--- src/design/spq_pkg.sv ---
// shared types and constants of the sorted priority queue
// no dependencies; used by spq_ctrl, spq_datapath and sorted_priority_queue

package spq_pkg;

  // fixed widths of the request and result words
  localparam int DATA_WIDTH  = 32;
  localparam int LIMIT_WIDTH = 4;
  localparam int APB_WIDTH   = 32;
  localparam int ADDR_WIDTH  = 2;

  // register byte addresses on the configuration port
  localparam logic [ADDR_WIDTH-1:0] ADDR_CAPACITY_LIMIT = 2'd0;

  // request action codes
  localparam logic ACT_INSERT = 1'b0;
  localparam logic ACT_REMOVE = 1'b1;

  // reset value of the capacity limit register
  localparam logic [LIMIT_WIDTH-1:0] LIMIT_RESET = 4'd8;

  // result status codes
  typedef enum logic [1:0] {
    ST_DONE  = 2'd0,
    ST_FULL  = 2'd1,
    ST_EMPTY = 2'd2
  } status_t;

  // controller states
  typedef enum logic {
    S_IDLE = 1'b0,
    S_EXEC = 1'b1
  } spq_state_t;

  // commands from controller to datapath
  typedef struct packed {
    logic load;   // capture the incoming request
    logic exec;   // perform the held request and load the result register
  } spq_cmd_t;

endpackage

--- src/design/spq_ctrl.sv ---
// controller of the sorted priority queue: request/result handshakes and sequencing
// depends on spq_pkg

module spq_ctrl (
  input  logic              clk,
  input  logic              rst,
  input  logic              in_valid,
  output logic              in_stall,
  output logic              out_valid,
  input  logic              out_stall,
  output spq_pkg::spq_cmd_t cmd
);

  spq_pkg::spq_state_t state;
  spq_pkg::spq_state_t state_next;
  logic                out_free;
  logic                res_valid;
  logic                res_valid_next;

  // result register is free when empty or being taken this cycle
  assign out_free = !res_valid || !out_stall;

  // state register
  always_ff @(posedge clk) begin
    if (rst) begin
      state     <= spq_pkg::S_IDLE;
      res_valid <= 1'b0;
    end else begin
      state     <= state_next;
      res_valid <= res_valid_next;
    end
  end

  // next state
  always_comb begin
    state_next = state;
    unique case (state)
      spq_pkg::S_IDLE: begin
        if (in_valid) begin
          state_next = spq_pkg::S_EXEC;
        end
      end
      spq_pkg::S_EXEC: begin
        if (out_free) begin
          state_next = spq_pkg::S_IDLE;
        end
      end
      default: state_next = spq_pkg::S_IDLE;
    endcase
  end

  // outputs
  always_comb begin
    cmd.load = 1'b0;
    cmd.exec = 1'b0;
    in_stall = 1'b1;
    unique case (state)
      spq_pkg::S_IDLE: begin
        in_stall = 1'b0;
        cmd.load = in_valid;
      end
      spq_pkg::S_EXEC: begin
        cmd.exec = out_free;
      end
      default: begin
        in_stall = 1'b1;
      end
    endcase
  end

  // result valid flag: set on execution, cleared when taken
  always_comb begin
    res_valid_next = res_valid;
    if (cmd.exec) begin
      res_valid_next = 1'b1;
    end else if (res_valid && !out_stall) begin
      res_valid_next = 1'b0;
    end
  end

  assign out_valid = res_valid;

endmodule

--- src/design/spq_datapath.sv ---
// datapath of the sorted priority queue: request register, sorted cell chain, result register
// depends on spq_pkg

module spq_datapath #(
  parameter int DEPTH          = 8,
  parameter int PRIORITY_WIDTH = 8,
  parameter int CW             = 4
) (
  input  logic                                 clk,
  input  logic                                 rst,
  input  spq_pkg::spq_cmd_t                    cmd,
  input  logic [spq_pkg::LIMIT_WIDTH-1:0]      capacity_limit,
  input  logic                                 action,
  input  logic signed [spq_pkg::DATA_WIDTH-1:0] item_data,
  input  logic [PRIORITY_WIDTH-1:0]            item_priority,
  output logic [1:0]                           status,
  output logic signed [spq_pkg::DATA_WIDTH-1:0] out_data,
  output logic [PRIORITY_WIDTH-1:0]            out_priority,
  output logic [CW-1:0]                        occupancy
);

  localparam int MW = (CW > spq_pkg::LIMIT_WIDTH) ? CW : spq_pkg::LIMIT_WIDTH;

  // held request
  logic                           req_action;
  logic [spq_pkg::DATA_WIDTH-1:0] req_data;
  logic [PRIORITY_WIDTH-1:0]      req_priority;

  // cell chain, kept in serving order
  logic [spq_pkg::DATA_WIDTH-1:0] slot_data [DEPTH];
  logic [PRIORITY_WIDTH-1:0]      slot_priority [DEPTH];
  logic [spq_pkg::DATA_WIDTH-1:0] slot_data_next [DEPTH];
  logic [PRIORITY_WIDTH-1:0]      slot_priority_next [DEPTH];
  logic [DEPTH-1:0]               gt;
  logic [CW-1:0]                  held_count;
  logic [CW-1:0]                  held_count_next;

  // result register
  spq_pkg::status_t               res_status;
  spq_pkg::status_t               res_status_next;
  logic [spq_pkg::DATA_WIDTH-1:0] res_data;
  logic [spq_pkg::DATA_WIDTH-1:0] res_data_next;
  logic [PRIORITY_WIDTH-1:0]      res_priority;
  logic [PRIORITY_WIDTH-1:0]      res_priority_next;
  logic [CW-1:0]                  res_occupancy;

  logic is_full;
  logic is_empty;

  // request capture
  always_ff @(posedge clk) begin
    if (cmd.load) begin
      req_action   <= action;
      req_data     <= item_data;
      req_priority <= item_priority;
    end
  end

  // refusal conditions
  assign is_full  = (MW'(held_count) >= MW'(capacity_limit)) || (held_count == CW'(DEPTH));
  assign is_empty = (held_count == '0);

  // each held cell compares its priority with the new one
  always_comb begin
    for (int i = 0; i < DEPTH; i++) begin
      gt[i] = (CW'(i) < held_count) && (slot_priority[i] > req_priority);
    end
  end

  // next cell contents and result
  always_comb begin
    held_count_next   = held_count;
    res_status_next   = spq_pkg::ST_DONE;
    res_data_next     = '0;
    res_priority_next = '0;
    for (int i = 0; i < DEPTH; i++) begin
      slot_data_next[i]     = slot_data[i];
      slot_priority_next[i] = slot_priority[i];
    end
    if (req_action == spq_pkg::ACT_INSERT) begin
      if (is_full) begin
        res_status_next = spq_pkg::ST_FULL;
      end else begin
        held_count_next = held_count + CW'(1);
        for (int i = 0; i < DEPTH; i++) begin
          if (i > 0 && gt[(i > 0) ? i - 1 : 0]) begin
            // move back to make room
            slot_data_next[i]     = slot_data[(i > 0) ? i - 1 : 0];
            slot_priority_next[i] = slot_priority[(i > 0) ? i - 1 : 0];
          end else if (gt[i] || held_count == CW'(i)) begin
            // landing cell of the new entry
            slot_data_next[i]     = req_data;
            slot_priority_next[i] = req_priority;
          end
        end
      end
    end else begin
      if (is_empty) begin
        res_status_next = spq_pkg::ST_EMPTY;
      end else begin
        held_count_next   = held_count - CW'(1);
        res_data_next     = slot_data[0];
        res_priority_next = slot_priority[0];
        for (int i = 0; i < DEPTH - 1; i++) begin
          slot_data_next[i]     = slot_data[i + 1];
          slot_priority_next[i] = slot_priority[i + 1];
        end
      end
    end
  end

  // cell chain update
  always_ff @(posedge clk) begin
    if (cmd.exec) begin
      for (int i = 0; i < DEPTH; i++) begin
        slot_data[i]     <= slot_data_next[i];
        slot_priority[i] <= slot_priority_next[i];
      end
    end
  end

  // entry count
  always_ff @(posedge clk) begin
    if (rst) begin
      held_count <= '0;
    end else if (cmd.exec) begin
      held_count <= held_count_next;
    end
  end

  // result register
  always_ff @(posedge clk) begin
    if (cmd.exec) begin
      res_status    <= res_status_next;
      res_data      <= res_data_next;
      res_priority  <= res_priority_next;
      res_occupancy <= held_count_next;
    end
  end

  assign status       = res_status;
  assign out_data     = res_data;
  assign out_priority = res_priority;
  assign occupancy    = res_occupancy;

endmodule

--- src/design/sorted_priority_queue.sv ---
// top level of the sorted priority queue: configuration port, controller and datapath
// depends on spq_pkg, spq_ctrl and spq_datapath
//
//   channel   handshake                 payload
//   request   in_valid / in_stall       action, item_data, item_priority
//   result    out_valid / out_stall     status, out_data, out_priority, occupancy
//   config    psel/penable/pwrite/pready paddr, pwdata, prdata
//
// a request is captured first, then makes one pass through the cell chain,
// where every cell compares and shifts at once.
// the next request is taken while a result still waits in the result register.
// a stalled result holds the chain pass until the result register frees up.
// rst is synchronous; it empties the queue and sets the capacity limit to 8.

module sorted_priority_queue #(
  parameter int DEPTH          = 8,
  parameter int PRIORITY_WIDTH = 8
) (
  input  logic                                  clk,
  input  logic                                  rst,
  input  logic                                  in_valid,
  output logic                                  in_stall,
  input  logic                                  action,
  input  logic signed [spq_pkg::DATA_WIDTH-1:0] item_data,
  input  logic [PRIORITY_WIDTH-1:0]             item_priority,
  output logic                                  out_valid,
  input  logic                                  out_stall,
  output logic [1:0]                            status,
  output logic signed [spq_pkg::DATA_WIDTH-1:0] out_data,
  output logic [PRIORITY_WIDTH-1:0]             out_priority,
  output logic [$clog2(DEPTH + 1)-1:0]          occupancy,
  input  logic                                  psel,
  input  logic                                  penable,
  input  logic                                  pwrite,
  input  logic [spq_pkg::ADDR_WIDTH-1:0]        paddr,
  input  logic [spq_pkg::APB_WIDTH-1:0]         pwdata,
  output logic [spq_pkg::APB_WIDTH-1:0]         prdata,
  output logic                                  pready
);

  localparam int CW = $clog2(DEPTH + 1);

  spq_pkg::spq_cmd_t                 cmd;
  logic [spq_pkg::LIMIT_WIDTH-1:0]   capacity_limit;

  // configuration register: the only register sits at address 0
  always_ff @(posedge clk) begin
    if (rst) begin
      capacity_limit <= spq_pkg::LIMIT_RESET;
    end else if (psel && penable && pwrite && pready &&
                 paddr == spq_pkg::ADDR_CAPACITY_LIMIT) begin
      capacity_limit <= pwdata[spq_pkg::LIMIT_WIDTH-1:0];
    end
  end

  assign pready = 1'b1;
  assign prdata = spq_pkg::APB_WIDTH'(capacity_limit);

  // controller
  spq_ctrl u_ctrl (
    .clk       (clk),
    .rst       (rst),
    .in_valid  (in_valid),
    .in_stall  (in_stall),
    .out_valid (out_valid),
    .out_stall (out_stall),
    .cmd       (cmd)
  );

  // datapath
  spq_datapath #(
    .DEPTH          (DEPTH),
    .PRIORITY_WIDTH (PRIORITY_WIDTH),
    .CW             (CW)
  ) u_datapath (
    .clk            (clk),
    .rst            (rst),
    .cmd            (cmd),
    .capacity_limit (capacity_limit),
    .action         (action),
    .item_data      (item_data),
    .item_priority  (item_priority),
    .status         (status),
    .out_data       (out_data),
    .out_priority   (out_priority),
    .occupancy      (occupancy)
  );

endmodule

--- config.mk ---
export PLATFORM = sky130hd
export DESIGN_NAME = sorted_priority_queue
export DESIGN_NICKNAME = d
export VERILOG_FILES = /design/src/design/spq_pkg.sv /design/src/design/spq_ctrl.sv /design/src/design/spq_datapath.sv /design/src/design/sorted_priority_queue.sv
export SDC_FILE = /design/constraint.sdc
export NUM_CORES = 1
export LEC_CHECK = 0
export BUFFER_PORTS_ARGS = -buffer_cell sky130_fd_sc_hd__buf_2
export CAP_MARGIN = 20
export CORE_UTILIZATION = 54
export CTS_CLUSTER_SIZE = 28
export DETAILED_ROUTE_END_ITERATION = 6
export PLACE_DENSITY = 0.75
export SKIP_CTS_REPAIR_TIMING = 1
export SYNTH_ARGS = -nofsm -noshare
export SYNTH_HDL_FRONTEND = slang
export SYNTH_SLANG_ARGS = --single-unit
--- constraint.sdc ---
create_clock -name clk -period 5.3 [get_ports clk]
set_clock_uncertainty 0.05 [all_clocks]
set_input_delay 0 -clock clk [delete_from_list [all_inputs] [get_ports clk]]
set_output_delay 0 -clock clk [all_outputs]
set_load 0.01 [all_outputs]
==> results of run 1 <==
==> per-stage QoR <==
stage,worst slack [ps],hold slack (ps)
after floorplan,836,48.9
after global placement,1590,127
after detailed placement,1430,128
after CTS,1400,-471
after global routing,1210,67.5
final,1400,83.7
==> power by group <==
group	internal, W	total, W	switching, W	leakage (nW)
Clock	0.00176	0.00307	0.00131	0.696
Combinational	0.000341	0.000937	0.000595	6.01
Sequential	0.00382	0.00393	0.000111	3.84
==> critical path: cells and delay by family, from the launching register on <==
kind | cells | cell delay, ps
buf+inv | 2 | 1000
mux | 1 | 290
compound gates | 4 | 1280
fa+ha+maj | 1 | 310
simple gates | 1 | 140
flops | 1 | 550
==> cells in the mapped netlist (all sizes together) <==
cell type	n	area (um^2)
o32a	1	10.0
clkbuf	98	368
o21ai	303	1910
a41o	1	10.0
o211a	2	20.0
o21a	2	15.0
a31oi	8	50.1
nor3	4	20.0
nand3	3	15.0
nand4	18	113
o22ai	1	6.26
nor2	20	82.6
o221ai	1	8.76
clkinv	1	3.75
xnor2	2	17.5
mux2	39	439
a22o	1	8.76
ha	72	901
nand3b	1	7.51
a211o	1	8.76
and2	1	6.26
edfxtp	407	12200
nor2b	12	75.1
buf	83	622
a21o	1	7.51
mux2i	244	2440
a211oi	1	12.5
a21oi	48	240
and3	42	263
nand2	341	1280
inv	23	86.3
o211ai	12	90.1
conb	2	7.51
a32oi	1	8.76
nand2b	3	26.3
dfxtp	10	200
a221oi	1	8.76
==> metal layers <==
metal	up-vias	wire length [um]
li1	6741	-
met3	91	4000
met4	0	1050
met1	7163	22600
met5	-	0
met2	599	24300
==> final cells by class <==
class	instances	area, um^2	area share [%]
Timing Repair Buffer	189	1340	5.50
Clock buffer	59	1250	5.15
Tap cell	518	648	2.67
Sequential cell	417	12400	51.1
Clock inverter	25	174	0.715
Inverter	24	90.1	0.370
Multi-Input combinational cell	1216	8390	34.5
==> kinds of logic after synthesis <==
group | Yosys count | synth area share [%]
xor gates and xnor gates | 2 | 0.0810
buffers and inverters | 205 | 5.00
adders and majority gates | 72 | 4.17
other | 2 | 0.0347
and+or+nand+nor | 445 | 8.73
AOI/OAI and AO/OA | 385 | 11.2
DFF | 417 | 57.5
muxes | 283 | 13.3
==> how the worst max path moves through the flow <==
stage	slack, ps	cells after the start	endpoint
after global placement	1590	9	u_datapath.slot_data[0][46]$_DFFE_PP_
final	1400	9	u_datapath.slot_data[0][45]$_DFFE_PP_
after global routing	1210	9	u_datapath.slot_data[0][38]$_DFFE_PP_
after CTS	1400	9	u_datapath.slot_data[0][45]$_DFFE_PP_
after detailed placement	1430	9	u_datapath.slot_data[0][37]$_DFFE_PP_
after floorplan	840	9	u_datapath.slot_data[0][32]$_DFFE_PP_
==> flip-flops by register name, indices dropped and copies added (netlist names) <==
| name | flops |
|---|---|
| u_datapath.out_data | 32 |
| u_ctrl.out_valid | 1 |
| u_datapath.req_priority | 8 |
| u_datapath.req_action | 1 |
| u_ctrl.state | 1 |
| u_datapath.slot_data | 256 |
| u_datapath.req_data | 32 |
| u_datapath.held_count | 4 |
| u_datapath.occupancy | 4 |
| u_datapath.out_priority | 8 |
| capacity_limit | 4 |
| u_datapath.slot_priority | 64 |
| u_datapath.status | 2 |
==> flow_metrics.env, run 1 <==
export IMPL_outcome="completed"
export IMPL_crit_path_start="u_datapath.req_priority[1]$_DFFE_PP_"
export IMPL_cp_start_kind="flip-flop"
export IMPL_reg2regPathDepth=9
export IMPL_synth_cell_area_um2=21600
export IMPL_final_common_cell="edfxtp_1"
export IMPL_power_w=0.00794
export IMPL_cts_sinks=417
export IMPL_drcViolationCount=0
export IMPL_place_area_um2=22300
export IMPL_grt_pass1_wl_mm=79.9
export IMPL_routed_wl_mm=52.0
export IMPL_ant_nets=0
export IMPL_first_pass_iters=5
export IMPL_syn_area_per_cell_um2=11.9
export IMPL_ios=163
export IMPL_nFillCells=3038
export IMPL_diodes=0
export IMPL_holdPathEnd="u_datapath.req_data[22]$_DFFE_PP_"
export IMPL_rr_startpoint="u_datapath.req_priority[1]$_DFFE_PP_"
export IMPL_critPathMaxFanout=23
export IMPL_fin_crit_ps=3900
export IMPL_initial_core_util_pct=55.3
export IMPL_hold_viol_final=0
export IMPL_cts_root_buffer="clkbuf_16"
export IMPL_fin_crit_sh_pct=73.6
export IMPL_gp_congestion=0.851
export IMPL_critPathKind="reg -> reg"
export IMPL_gr_usage_met1_pct=35.5
export IMPL_coreArea_um2=39100
export IMPL_tightest_slew_ps=1080
export IMPL_drive_above_1_share_pct=18.5
export IMPL_peakVddDrop_mv=0.214
export IMPL_area_growth_pct=12.5
export IMPL_port_buffers=105
export IMPL_cts_tree="yes"
export IMPL_worstSetupEndpointType="flip-flop"
export IMPL_syn_instance_count=1811
export IMPL_max_freq_mhz=256
export IMPL_fp_dieH_um=202
export IMPL_met3_usage_pct=4.21
export IMPL_wl_per_cell_um=21.2
export IMPL_clock_latency_ps=570
export IMPL_cts_buffers=45
export IMPL_r2r_end="u_datapath.slot_data[0][45]$_DFFE_PP_"
export IMPL_grt_busiest_layer="met2"
export IMPL_whs_path_depth=2
export IMPL_post_drt_via_cell_ratio=5.96
export IMPL_dieArea_um2=40800
export IMPL_vias=14600
export IMPL_finalSetupTns_ps=0
export IMPL_cpPeakStageDelay_ps=840
export IMPL_cap_violations=0
export IMPL_gr_usage_all_layers_pct=25.1
export IMPL_clockBufferDepth=3
export IMPL_fp_row_count=72
export IMPL_grt_antenna_before_repair=1
export IMPL_ys_seq_area_share_pct=57.5
export IMPL_ys_warnings_count=0
export IMPL_clkTransAtPathRegs_ps=60
export IMPL_min_from="item_data[22]"
export IMPL_nets=2047
export IMPL_grt_max_degree=194
export IMPL_path_cells="inv_1 > ha_1 > nor2b_1 > o211ai_1 > a21oi_1 > o21ai_4 > buf_4 > mux2i_1 > o21ai_1"
export IMPL_finish_instance_area_um2=24300
export IMPL_rrSetupSlack_ps=1400
export IMPL_fin_util_pct=62.2
export IMPL_crit_slowest_cell="o21ai_4"
export IMPL_p_per_area_nw_per_um2=326
export IMPL_ys_ff_latch=417
export IMPL_most_common_layout_cells="edfxtp_1, nand2_1, mux2i_1"
export IMPL_max_slew_margin_rel_pct=27.9
export IMPL_rsz0062_at_grt="no"
export IMPL_dp_cells=2307
export IMPL_hold_class="in -> reg"
export IMPL_grt_pass1_vias=14000
export IMPL_drt_iter0_markers=1579
export IMPL_power_leakage_nw=10.6
export IMPL_required_ps=5540
export IMPL_htreeDepth=2
export IMPL_grt_overflow=0
export IMPL_synth_cell_types=43
export IMPL_fin_cells=2448
export IMPL_crit_arrival_ps=4140
export IMPL_die_x_um=202
export IMPL_slew_violations=0
export IMPL_use_met2_pct=40.3
export IMPL_hpwl_mm=28.3
export IMPL_finalSetupViolCount=0
Note: power is estimated with default switching activity, not from simulation.
==> run 2, diff against run 1 <==
==> constraint.sdc (replaced) <==
create_clock -name clk -period 3.71 [get_ports clk]
set_clock_uncertainty 0.05 [all_clocks]
set_input_delay 0 -clock clk [delete_from_list [all_inputs] [get_ports clk]]
set_output_delay 0 -clock clk [all_outputs]
set_load 0.01 [all_outputs]
==> flow_metrics.env, run 2 (synthesis gave the netlist of run 1 again) <==
export IMPL_crit_arrival_ps=3420
export IMPL_gr_usage_all_layers_pct=25.1
export IMPL_hold_viol_final=0
export IMPL_top_register="u_datapath.slot_data"
export IMPL_diodes=0
export IMPL_postLayoutSetupSlackWorst_ps=496
export IMPL_die_x_um=202
export IMPL_finalSetupTns_ps=0
export IMPL_critPathBufInv=2
export IMPL_crit_slowest_cell="a31oi_4"
export IMPL_fin_crit_ps=3210
export IMPL_grt_antenna_before_repair=0
export IMPL_clockBufferDepth=3
export IMPL_cts_sinks=417
export IMPL_peakVddDrop_mv=0.288
export IMPL_drt_iter0_markers=1360
export IMPL_critPathMaxFanout=25
export IMPL_grt_overflow=0
export IMPL_rsz0062_at_grt="no"
export IMPL_clock_latency_ps=590
export IMPL_cts_buffers=46
export IMPL_grt_pass1_wl_mm=79.9
export IMPL_p_per_area_nw_per_um2=470
export IMPL_routed_wl_mm=51.5
export IMPL_nFillCells=3033
export IMPL_wl_per_cell_um=20.9
export IMPL_ant_nets=0
export IMPL_finalSetupViolCount=0
export IMPL_drcViolationCount=0
export IMPL_crit_family="compound AO/OA/AOI/OAI gates"
export IMPL_clkTransAtPathRegs_ps=60
export IMPL_fin_crit_sh_pct=86.6
export IMPL_regArea_um2=12400
export IMPL_dieArea_um2=40800
export IMPL_fp_dieH_um=202
export IMPL_path_cells="inv_1 > ha_1 > nand2b_4 > a211oi_2 > o211a_1 > o21ai_2 > a31oi_4 > buf_12"
export IMPL_cap_violations=0
export IMPL_worstSetupEndpointType="flip-flop"
export IMPL_hpwl_mm=29.3
export IMPL_area_growth_pct=14.3
export IMPL_coreArea_um2=39100
export IMPL_fp_row_count=72
export IMPL_nets=2069
export IMPL_initial_core_util_pct=55.3
export IMPL_outcome="completed"
export IMPL_first_pass_iters=5
export IMPL_tightest_slew_ps=959
export IMPL_grt_pass1_vias=14200
export IMPL_cts_tree="yes"
export IMPL_drive_above_1_share_pct=19.5
export IMPL_largestRegisters="u_datapath.slot_data: 256 flops, u_datapath.slot_priority: 64 flops"
export IMPL_port_buffers=105
export IMPL_power_leakage_nw=10.7
export IMPL_critPathKind="reg -> reg"
export IMPL_max_freq_mhz=311
export IMPL_htreeDepth=2
export IMPL_hold_class="in -> reg"
export IMPL_power_w=0.0116
export IMPL_final_common_cell="edfxtp_1"
export IMPL_cts_root_buffer="clkbuf_16"
export IMPL_multiInputGateArea_um2=8390
export IMPL_required_ps=3920
export IMPL_post_drt_via_cell_ratio=5.93
export IMPL_cp_start_kind="flip-flop"
export IMPL_grt_max_degree=227
export IMPL_ios=163
export IMPL_largest_register_ffs=256
export IMPL_most_common_layout_cells="edfxtp_1, nand2_1, mux2i_1"
export IMPL_cpPeakStageDelay_ps=520
export IMPL_slew_violations=0
export IMPL_place_ws_ps=519
export IMPL_max_slew_margin_rel_pct=36.1
export IMPL_gp_congestion=0.870
export IMPL_vias=14600
export IMPL_rrSetupSlack_ps=500
[run 2: stage by stage]
| stage | hold WS [ps] | area [um^2] | std cells | utilization, % |
|---|---|---|---|---|
| 6_report | 64.5 | 24700 | 2469 | 63.2 |
| 5_1_grt | 52.1 | 24700 | 2469 | 63.2 |
| 4_1_cts | -496 | 24100 | 2413 | 61.8 |
| 3_5_place_dp | 128 | 22600 | 2329 | 57.9 |
| 3_3_place_gp | 127 | 22600 | 2329 | 57.9 |
| 2_1_floorplan | 48.9 | 21700 | 1838 | - |
[run 2: path summary, 6_finish.rpt]
check / cells after the start / start / to
min: 2 / item_data[26] / u_datapath.req_data[26]$_DFFE_PP_
max: 8 / u_datapath.held_count[0]$_SDFFE_PP0P_ / u_datapath.slot_data[0][113]$_DFFE_PP_
min reg2reg: 2 / u_datapath.slot_data[1][127]$_DFFE_PP_ / u_datapath.slot_data[1][95]$_DFFE_PP_
max reg2reg: 8 / u_datapath.held_count[0]$_SDFFE_PP0P_ / u_datapath.slot_data[0][113]$_DFFE_PP_
[run 2: worst register-to-register path, delay by kind of cell (launching register included)]
family / cells / cell delay [ps]
DFF: 1 / 450
and+or+nand+nor: 1 / 140
adders and majority gates: 1 / 300
AOI/OAI and AO/OA: 4 / 1460
buffers and inverters: 2 / 450
[run 2: report_power, final]
group / switching [W] / internal, W
registers: 0.000143 / 0.00546
logic: 0.000865 / 0.000515
clock network: 0.00190 / 0.00273
total: 0.00291 / 0.00870
[run 2: per-layer routing]
layer  vias to the layer above  global-route usage (%)  routed length (um)
met5                         -                       0                   0
met4                         0                    9.25                1450
met3                       102                    3.24                3350
met1                      7191                    35.9               22500
li1                       6796                       -                   -
met2                       543                    39.4               24200
[run 2: cell type report]
cell class	instances	area share (%)
clock buffers	63	5.09
clock inverters	21	1.07
inverters	24	0.365
multi-input cells	1216	34.0
flip-flops and latches	417	50.3
well taps	518	2.62
repair buffers	210	6.59
==> run 3, diff against run 2 <==
--- a/config.mk
+++ b/config.mk
@@ -10,6 +10,7 @@
 export CORE_UTILIZATION = 54
 export CTS_CLUSTER_SIZE = 28
 export DETAILED_ROUTE_END_ITERATION = 6
+export GPL_TIMING_DRIVEN = 0
 export PLACE_DENSITY = 0.75
 export SKIP_CTS_REPAIR_TIMING = 1
 export SYNTH_ARGS = -nofsm -noshare
==> flow_metrics.env, run 3 (synthesis gave the netlist of run 1 again) <==
export IMPL_fp_dieH_um=202
export IMPL_dieArea_um2=40800
export IMPL_critPathMaxFanout=21
export IMPL_routed_wl_mm=58.8
export IMPL_p_sw_w=0.00300
export IMPL_cp_start_kind="flip-flop"
export IMPL_nets=2216
export IMPL_grt_pass1_vias=15300
export IMPL_most_common_layout_cells="edfxtp_1, nand2_1, mux2i_1"
export IMPL_power_leakage_nw=11.0
export IMPL_cts_sinks=417
export IMPL_diodes=0
export IMPL_fin_util_pct=64.9
export IMPL_hold_class="in -> reg"
export IMPL_hpwl_mm=39.1
export IMPL_hold_viol_final=0
export IMPL_largest_register_ffs=256
export IMPL_rsz0062_at_grt="yes"
export IMPL_grt_pass1_wl_mm=88.5
export IMPL_cts_tree="yes"
export IMPL_crit_slowest_cell="a31oi_4"
export IMPL_crit_family="compound AO/OA/AOI/OAI gates"
export IMPL_htreeDepth=2
export IMPL_p_seq_share_pct=48.4
export IMPL_max_freq_mhz=262
export IMPL_crit_arrival_ps=4030
export IMPL_critPathBufInv=4
export IMPL_area_growth_pct=17.4
export IMPL_ant_nets=0
export IMPL_gr_usage_all_layers_pct=28.2
export IMPL_clkPwrFrac_pct=37.5
export IMPL_clkTransAtPathRegs_ps=60
export IMPL_p_per_area_nw_per_um2=452
export IMPL_internal_power_w=0.00846
export IMPL_final_common_cell="edfxtp_1"
export IMPL_cts_root_buffer="clkbuf_16"
export IMPL_first_pass_iters=5
export IMPL_port_buffers=104
export IMPL_critPathKind="reg -> reg"
export IMPL_clockBufferDepth=3
export IMPL_violations="negative setup slack"
export IMPL_worstSetupEndpointType="flip-flop"
export IMPL_top_register="u_datapath.slot_data"
export IMPL_die_x_um=202
export IMPL_postLayoutSetupSlackWorst_ps=-108
export IMPL_coreArea_um2=39100
export IMPL_p_sw_share_pct=26.2
export IMPL_vias=15800
export IMPL_drt_iter0_markers=1750
export IMPL_initial_core_util_pct=55.3
export IMPL_max_slew_margin_rel_pct=36.1
export IMPL_min_from="item_data[15]"
export IMPL_wl_per_cell_um=22.5
export IMPL_crit_path_start="u_datapath.held_count[1]$_SDFFE_PP0P_"
export IMPL_rr_startpoint="u_datapath.held_count[1]$_SDFFE_PP0P_"
export IMPL_combPwrFrac_pct=14.0
export IMPL_tightest_slew_ps=958
export IMPL_fp_row_count=72
export IMPL_finalSetupViolCount=42
export IMPL_power_w=0.0115
export IMPL_cts_buffers=44
export IMPL_drive_above_1_share_pct=20.4
export IMPL_clock_latency_ps=590
export IMPL_grt_antenna_before_repair=2
export IMPL_path_cells="clkbuf_1 > inv_1 > ha_1 > buf_2 > nand2_1 > and2_1 > o21ai_4 > a31oi_4 > buf_12"
export IMPL_grt_max_degree=40
export IMPL_peakVddDrop_mv=0.312
export IMPL_drcViolationCount=0
export IMPL_cap_violations=0
export IMPL_required_ps=3930
export IMPL_ios=163
export IMPL_gp_congestion=0.922
export IMPL_outcome="finished, violations left"
export IMPL_cpPeakStageDelay_ps=810
export IMPL_fin_crit_sh_pct=103
export IMPL_slew_violations=0
export IMPL_fin_crit_ps=3820
export IMPL_post_drt_via_cell_ratio=6.05
export IMPL_grt_overflow=0
export IMPL_largestRegisters="u_datapath.slot_data: 256 flops, u_datapath.slot_priority: 64 flops"
==> run 3: changes by cell type in the layout (fill, tap and decap cells not counted), sizes merged <==
cell	delta
clkbuf	+92
buf	+54
clkinv	+8
bufinv	-3
clkinvlp	-3
inv	-1
==> run 3: final cells by class <==
cell class	instances	area (um^2)
timing repair buffer	180	1520
fill	2942	13700
multi-input combinational	1216	8360
inverter	24	91.3
clock inverter	22	160
sequential	417	12400
tap	518	648
clock buffer	60	1200
buffer	179	982
==> run 3: final timing paths <==
| path | end | slack [ps] | depth (start not counted) |
|---|---|---|---|
| setup / recovery | u_datapath.slot_data[0][117]$_DFFE_PP_ | -110 | 9 |
| hold / removal | u_datapath.req_data[15]$_DFFE_PP_ | 70 | 2 |
| setup reg to reg | u_datapath.slot_data[0][117]$_DFFE_PP_ | -110 | 9 |
| hold reg to reg | u_datapath.slot_data[1][93]$_DFFE_PP_ | 470 | 2 |
==> run 3: metal layers <==
metal | up-vias | global-route usage (%) | part of all wire (%)
met5 | - | 0 | 0
met4 | 0 | 11.2 | 3.3
met3 | 145 | 4.19 | 8.2
met2 | 830 | 44.7 | 47
met1 | 7784 | 39.3 | 42
li1 | 7076 | - | -
==> run 3: power by group through the flow <==
stage                     registers [W]  clock network (W)  logic, W
after floorplan                 0.00564                  0  0.000988
after global placement          0.00567                  0   0.00140
after detailed placement        0.00564                  0   0.00152
after CTS                       0.00555            0.00434   0.00153
after global routing            0.00557            0.00451   0.00173
final                           0.00556            0.00430   0.00161
==> run 3: worst reg2reg max path: cells and delay by family (launching register included) <==
kind,cells,cell delay [ps]
AOI/OAI and AO/OA,2,1020
buffers and inverters,4,980
and+or+nand+nor,2,800
DFF,1,420
adders and majority gates,1,210
==> run 3: stage by stage <==
step / setup WS [ps] / setup TNS, ps / hold WS [ps] / instances / instance area, um^2
after floorplan: -703 / -136580 / 48.9 / 1838 / 21700
after global placement: -3240 / -794320 / 127 / 2460 / 22900
after detailed placement: -254 / -15170 / 128 / 2474 / 23400
after CTS: -263 / -16850 / -478 / 2556 / 24700
after global routing: -203 / -9150 / 64.2 / 2616 / 25400
final: -108 / -2760 / 68.6 / 2616 / 25400
